$ cat config.mk
export PLATFORM = sky130hd
export DESIGN_NAME = utf8_decoder_with_byte_fallback
export DESIGN_NICKNAME = d
export VERILOG_FILES = /design/src/sv/utf8d_pkg.sv /design/src/sv/utf8d_decode.sv /design/src/sv/utf8_decoder_with_byte_fallback.sv
export SDC_FILE = /design/constraint.sdc
export NUM_CORES = 1
export LEC_CHECK = 0
export ABC_AREA = 1
export BUFFER_PORTS_ARGS = -buffer_cell sky130_fd_sc_hd__buf_2
export CORE_MARGIN = 4
export CORE_UTILIZATION = 49
export DETAILED_ROUTE_END_ITERATION = 8
export PLACE_DENSITY_LB_ADDON = 0.1
export REMOVE_ABC_BUFFERS = 1
export SETUP_SLACK_MARGIN = 0.1
export SKIP_LAST_GASP = 1
export SLEW_MARGIN = 15
export SYNTH_ARGS = -nofsm -noshare
export SYNTH_HDL_FRONTEND = slang
export SYNTH_SLANG_ARGS = --single-unit
$ cat constraint.sdc
create_clock -name clk_i -period 4.1 [get_ports clk_i]
set_clock_uncertainty 0.1 [all_clocks]
set_input_delay 0.82 -clock clk_i [delete_from_list [all_inputs] [get_ports clk_i]]
set_output_delay 0.82 -clock clk_i [all_outputs]
set_load 0.03 [all_outputs]
$ cat src/sv/utf8d_pkg.sv
package utf8d_pkg;

  localparam int unsigned BYTE_W = 8;
  localparam int unsigned CP_W   = 21;
  localparam int unsigned MAX_RES = 4;
  localparam int unsigned HOLD_D  = 3;

  localparam logic [CP_W-1:0] CP_MIN2 = 21'h00080;
  localparam logic [CP_W-1:0] CP_MIN3 = 21'h00800;
  localparam logic [CP_W-1:0] CP_MIN4 = 21'h10000;
  localparam logic [CP_W-1:0] CP_MAX  = 21'h10FFFF;

  localparam logic [2:0] LEN_NONE = 3'd0;
  localparam logic [2:0] LEN_2    = 3'd2;
  localparam logic [2:0] LEN_3    = 3'd3;
  localparam logic [2:0] LEN_4    = 3'd4;

  typedef struct packed {
    logic [BYTE_W-1:0] data_byte;
    logic              end_of_text;
  } in_t;

  typedef struct packed {
    logic [CP_W-1:0] code_point;
    logic            raw_fallback;
    logic            last_of_run;
  } out_t;

  typedef struct packed {
    logic [CP_W-1:0] code_point;
    logic            raw_fallback;
  } res_t;

  typedef struct packed {
    res_t [MAX_RES-1:0] ent;
    logic [2:0]         num;
  } bundle_t;

  typedef struct packed {
    logic [1:0] cnt;
    logic [2:0] len;
  } state_t;

endpackage

$ cat src/sv/utf8d_decode.sv
module utf8d_decode (
  input  utf8d_pkg::in_t                                     in_data_i,
  input  logic [utf8d_pkg::HOLD_D-1:0][utf8d_pkg::BYTE_W-1:0] pend_i,
  input  utf8d_pkg::state_t                                  st_i,
  output logic [utf8d_pkg::HOLD_D-1:0][utf8d_pkg::BYTE_W-1:0] pend_o,
  output utf8d_pkg::state_t                                  st_o,
  output utf8d_pkg::bundle_t                                 bun_o
);

  logic [utf8d_pkg::BYTE_W-1:0] b;
  logic                         eot;
  logic                         is_cont;
  logic                         empty;
  logic                         complete;
  logic [2:0]                   lead_len;
  logic [utf8d_pkg::CP_W-1:0]   cp;
  logic                         ok;
  logic                         flush_old;
  logic                         tail_vld;
  utf8d_pkg::res_t              tail;
  logic [1:0]                   k;

  assign b        = in_data_i.data_byte;
  assign eot      = in_data_i.end_of_text;
  assign is_cont  = (b[7:6] == 2'b10);
  assign empty    = (st_i.cnt == 2'd0);
  assign complete = !empty && is_cont && (({1'b0, st_i.cnt} + 3'd1) == st_i.len);

  always_comb begin
    if (b[7:5] == 3'b110) begin
      lead_len = utf8d_pkg::LEN_2;
    end else if (b[7:4] == 4'b1110) begin
      lead_len = utf8d_pkg::LEN_3;
    end else if (b[7:3] == 5'b11110) begin
      lead_len = utf8d_pkg::LEN_4;
    end else begin
      lead_len = utf8d_pkg::LEN_NONE;
    end
  end

  always_comb begin
    case (st_i.len)
      utf8d_pkg::LEN_2: begin
        cp = {10'd0, pend_i[0][4:0], b[5:0]};
        ok = (cp >= utf8d_pkg::CP_MIN2);
      end
      utf8d_pkg::LEN_3: begin
        cp = {5'd0, pend_i[0][3:0], pend_i[1][5:0], b[5:0]};
        ok = (cp >= utf8d_pkg::CP_MIN3);
      end
      utf8d_pkg::LEN_4: begin
        cp = {pend_i[0][2:0], pend_i[1][5:0], pend_i[2][5:0], b[5:0]};
        ok = (cp >= utf8d_pkg::CP_MIN4) && (cp <= utf8d_pkg::CP_MAX);
      end
      default: begin
        cp = '0;
        ok = 1'b0;
      end
    endcase
  end

  always_comb begin
    pend_o            = pend_i;
    st_o              = st_i;
    flush_old         = 1'b0;
    tail_vld          = 1'b0;
    tail.code_point   = {13'd0, b};
    tail.raw_fallback = 1'b1;
    if (empty || !is_cont) begin
      flush_old = !empty;
      if (lead_len == utf8d_pkg::LEN_NONE) begin
        tail_vld          = 1'b1;
        tail.raw_fallback = b[7];
        st_o              = '0;
      end else begin
        pend_o[0] = b;
        st_o.cnt  = 2'd1;
        st_o.len  = lead_len;
        tail_vld  = eot;
      end
    end else if (complete) begin
      st_o     = '0;
      tail_vld = 1'b1;
      if (ok) begin
        tail.code_point   = cp;
        tail.raw_fallback = 1'b0;
      end else begin
        flush_old = 1'b1;
      end
    end else begin
      pend_o[st_i.cnt] = b;
      st_o.cnt         = st_i.cnt + 2'd1;
      flush_old        = eot;
      tail_vld         = eot;
    end
    if (eot) begin
      st_o = '0;
    end
  end

  assign k = flush_old ? st_i.cnt : 2'd0;

  always_comb begin
    bun_o.num    = {1'b0, k} + {2'b00, tail_vld};
    bun_o.ent[0] = (k > 2'd0) ?
                   utf8d_pkg::res_t'{code_point: {13'd0, pend_i[0]}, raw_fallback: 1'b1} : tail;
    bun_o.ent[1] = (k > 2'd1) ?
                   utf8d_pkg::res_t'{code_point: {13'd0, pend_i[1]}, raw_fallback: 1'b1} : tail;
    bun_o.ent[2] = (k > 2'd2) ?
                   utf8d_pkg::res_t'{code_point: {13'd0, pend_i[2]}, raw_fallback: 1'b1} : tail;
    bun_o.ent[3] = tail;
  end

endmodule

$ cat src/sv/utf8_decoder_with_byte_fallback.sv
// The first result of a byte is registered in the result buffer, then in the output register.
// Throughput: one byte per cycle while each byte yields at most one result and the output is not
// stalled; a byte that yields n results (up to 4) holds the result buffer until all n have been sent.
// Reset (rst_ni low, asynchronous): no sequence held, result buffer and
// output register empty. Held sequence bytes are not cleared.
module utf8_decoder_with_byte_fallback (
  input  logic              clk_i,
  input  logic              rst_ni,
  input  logic              in_valid_i,
  output logic              in_ready_o,
  input  utf8d_pkg::in_t    in_data_i,
  output logic              out_valid_o,
  input  logic              out_ready_i,
  output utf8d_pkg::out_t   out_data_o
);

  logic [utf8d_pkg::HOLD_D-1:0][utf8d_pkg::BYTE_W-1:0] pend_q, pend_d;
  utf8d_pkg::state_t  st_q, st_d;
  utf8d_pkg::bundle_t bun_q, bun_d;
  logic               bun_valid_q;
  logic [1:0]         rd_q;
  utf8d_pkg::out_t    out_q;
  logic               out_valid_q;

  logic out_free;
  logic bun_move;
  logic bun_last;
  logic bun_done;
  logic in_fire;

  utf8d_decode u_decode (
    .in_data_i (in_data_i),
    .pend_i    (pend_q),
    .st_i      (st_q),
    .pend_o    (pend_d),
    .st_o      (st_d),
    .bun_o     (bun_d)
  );

  assign out_free   = !out_valid_q || out_ready_i;
  assign bun_move   = bun_valid_q && out_free;
  assign bun_last   = ({1'b0, rd_q} == (bun_q.num - 3'd1));
  assign bun_done   = bun_move && bun_last;
  assign in_ready_o = !bun_valid_q || bun_done;
  assign in_fire    = in_valid_i && in_ready_o;

  always_ff @(posedge clk_i or negedge rst_ni) begin
    if (!rst_ni) begin
      st_q        <= '0;
      bun_valid_q <= 1'b0;
      rd_q        <= '0;
      out_valid_q <= 1'b0;
    end else begin
      if (in_fire) begin
        st_q        <= st_d;
        bun_valid_q <= (bun_d.num != 3'd0);
        rd_q        <= '0;
      end else if (bun_done) begin
        bun_valid_q <= 1'b0;
      end else if (bun_move) begin
        rd_q <= rd_q + 2'd1;
      end
      if (bun_move) begin
        out_valid_q <= 1'b1;
      end else if (out_ready_i) begin
        out_valid_q <= 1'b0;
      end
    end
  end

  always_ff @(posedge clk_i) begin
    if (in_fire) begin
      pend_q <= pend_d;
      bun_q  <= bun_d;
    end
    if (bun_move) begin
      out_q.code_point   <= bun_q.ent[rd_q].code_point;
      out_q.raw_fallback <= bun_q.ent[rd_q].raw_fallback;
      out_q.last_of_run  <= bun_last;
    end
  end

  assign out_valid_o = out_valid_q;
  assign out_data_o  = out_q;

  a_hold_shorter: assert property (@(posedge clk_i) disable iff (!rst_ni)
    (st_q.cnt != 2'd0) |-> ({1'b0, st_q.cnt} < st_q.len))
    else $error("held byte count not below sequence length");

  a_bundle_index: assert property (@(posedge clk_i) disable iff (!rst_ni)
    bun_valid_q |-> ((bun_q.num != 3'd0) && ({1'b0, rd_q} < bun_q.num)))
    else $error("result buffer index out of range");

  a_eot_clears: assert property (@(posedge clk_i) disable iff (!rst_ni)
    (in_fire && in_data_i.end_of_text) |=> (st_q.cnt == 2'd0))
    else $error("sequence still held after final byte");

endmodule

==> impl_metrics.toml <==
[route]
avgRoutedWirePerCell_um = 17.0
drt_first_pass_iters = 4
drc = 0
dr.first_iter.drc_count = 323
viasPerCell = 5.26
num_vias = 4231
drt.antenna.violating_nets = 0
routed_wl_um = 13600

[critical_path]
cp_top_family = "simple AND/OR/NAND/NOR gates"
critPathKind = "flip-flop to primary output"
r2r_start = "st_q[3]"
cpPeakStageDelay_ns = 0.41
cp_cell_sequence = "inv_1, ha_1, xnor2_1, nor3_2, nand2_1, nand2_2, buf_2"
crit_fanout = 5
reg2reg_slack_ns = 1.25
critPathLaunchType = "flip-flop"
crit_arrival_ns = 2.02
rr_endpoint = "bun_valid_q"
cp-end-kind = "primary output"
worst-r2r-cell-count = 12
slowest_stage = "edfxtp_1"
cp_num_buf_inv = 2
required_ns = 3.18

[cts]
cts_root_buffer = "clkbuf_16"
cts_resized = 0
clk_latency_ns = 0.41
path_clk_slew_ns = 0.06
post_cts_buffers = 0
cts_tree = "yes"
cts-buffers-inserted = 17
clock-sinks = 147
cts.path.max_buffers = 2
cts_hold_buffers = 0
cts_max_level = 4

[synthesis]
seq_area_frac_synth = 0.672
syn-cell-area_um2 = 6500
syn_area_per_cell_um2 = 11.0
ys_types = 36
yosys_warnings = 0
ys_ff_latch = 147
synth_cells = 589

[global_routing]
overflow = 0
grt_max_degree = 49
grt_pass1_wl_um = 22100
grt.total_usage = 0.197
antenna_found_initial = 0
grt_pass1_vias = 4166

[cells_and_area]
multi_input_area_um2 = 1840
n_fill_cell = 1087
fin_area_um2 = 7360
drive_gt1_frac = 0.153
area_delta_synth_final_pct = 13.2
register_area_um2 = 4370
final_net_count = 641
antenna_cells = 0

[floorplan]
initial_core_util = 0.507
die_x_um = 123
row_count = 41
ios = 38
die-area_um2 = 15200
core_area_um2 = 12800
die_h_um = 123

[placement]
buffer_ports.inserted = 37
post_dp_cell_area_um2 = 6840
place_congestion = 0.890
hpwl_um = 8640

[power_and_ir_drop]
p_seq_frac = 0.422
p_comb_frac = 0.322
pwr-share-clk = 0.256
intPower_mw = 3.45
p_switching_mw = 1.93
p_leak_nw = 2.81
swShare = 0.359
p_per_area_nw_per_um2 = 731
ir_drop_uv = 387

[sta]
rsz0062_at_grt = "false"
hold_viol = 0
slew-limit-headroom = 0.431
worst_pin_slew_ns = 0.853
min_period_ns = 2.94
period_share = 0.716
setup_violations = 0
finalSetupTns_ns = 0
max_freq_ghz = 0.341
final_max_slew_viol_count = 0

[min_path]
holdCritPathClass = "input port to asynchronous set/reset pin"

[outcome]
outcome = "completed"

[job]
cap_viol_max_count = 0
==> power by group through the flow <==
stage                     sequential [mW]  combinational, mW  clock (mW)
after floorplan                      2.65              0.841           0
after global placement               2.29               1.72           0
after detailed placement             2.30               1.75           0
after CTS                            2.27               1.76        1.39
after global routing                 2.31               1.93        1.47
final                                2.27               1.73        1.38
==> how the worst max path moves through the flow <==
stage	slack, ns	startpoint	depth (start not counted)	endpoint
after floorplan	0.67	out_ready_i	8	bun_q[0]
after global placement	1.05	in_data_i[8]	12	bun_valid_q
after detailed placement	0.99	in_data_i[8]	12	bun_valid_q
after CTS	1.13	bun_q[0]	7	in_ready_o
after global routing	0.98	st_q[4]	12	bun_valid_q
final	1.16	bun_q[0]	7	in_ready_o
==> stage by stage <==
step / std cells / power, mW / setup slack (ns) / hold slack, ns / util
final: 804 / 5.38 / 1.16 / 0.166 / 0.574
after global routing: 804 / 5.71 / 0.981 / 0.161 / 0.574
after CTS: 804 / 5.43 / 1.13 / 0.157 / 0.574
after detailed placement: 774 / 4.05 / 0.987 / 0.384 / 0.533
after global placement: 774 / 4.02 / 1.05 / 0.392 / 0.533
after floorplan: 555 / 3.49 / 0.669 / 0.387 / -
==> cell usage after synthesis, drive strengths merged <==
library cell  count  share of area
clkbuf           26          0.015
nor3b             1         0.0012
a22oi             1         0.0012
ha                7          0.013
nor3              5         0.0079
a221oi            2         0.0027
xnor2             3         0.0040
nand3b            1         0.0012
dfrtp             9          0.035
nand3            11          0.010
clkinv            2         0.0013
o211ai           10          0.012
a21oi            24          0.018
nor2             95          0.059
inv              35          0.020
nand2           120          0.072
nand4            12          0.013
o21ai            55          0.043
buf               8         0.0081
xor2              1         0.0013
o22ai            22          0.021
o21a              1         0.0012
edfxtp          138           0.64
==> routing by layer <==
metal  vias to the layer above  global-route usage  routed length (um)
met4                         0              0.0789                 234
met2                        95               0.314                6600
met3                        18              0.0430                 542
met5                         -                   0                   0
met1                      1999               0.264                6270
li1                       2119                   -                   -
==> cell families after synthesis <==
group           count (synthesis)  synth area share
flops                         147             0.672
simple gates                  245             0.165
buf+inv                        71            0.0446
compound gates                115            0.0999
xor+xnor                        4           0.00539
fa+ha+maj                       7            0.0135
==> cell type report <==
type                    instances  area share
clock inverters                12      0.0127
repair buffers                 47      0.0370
well taps                     172      0.0292
inverters                      37      0.0190
flip-flops and latches        147       0.593
clock buffers                  18      0.0583
multi-input cells             371       0.250
==> layout by cell type (no fill, tap or decap), types with 2 or more instances in the layout <==
cell type   netlist  final
clkinvlp_4        0      2
o22ai_1          22     22
nand2_1         114    114
clkinv_4          0      2
ha_1              7      7
nor3_2            3      3
nand4_1          10     10
nand4_2           2      2
dfrtp_1           9      9
inv_2             3      3
clkinv_2          1      5
xnor2_1           3      3
o211ai_1          9      9
nand3_2           2      2
nor2_1           91     91
nand2_2           5      5
nand3_1           9      9
buf_2             6     37
inv_1            32     32
a221oi_1          2      2
buf_4             0      9
a21oi_1          24     24
o21ai_0          54     54
nor2_4            3      3
clkinv_1          1      4
edfxtp_1        138    138
clkbuf_16         0     17
==> flip-flops by register name, summed over array words and instances, names as in the netlist <==
register	count
bun_valid_q	1
out_data_o	23
out_valid_o	1
bun_q	91
pend_q	24
rd_q	2
st_q	5
(Power assumes the default switching activity.)
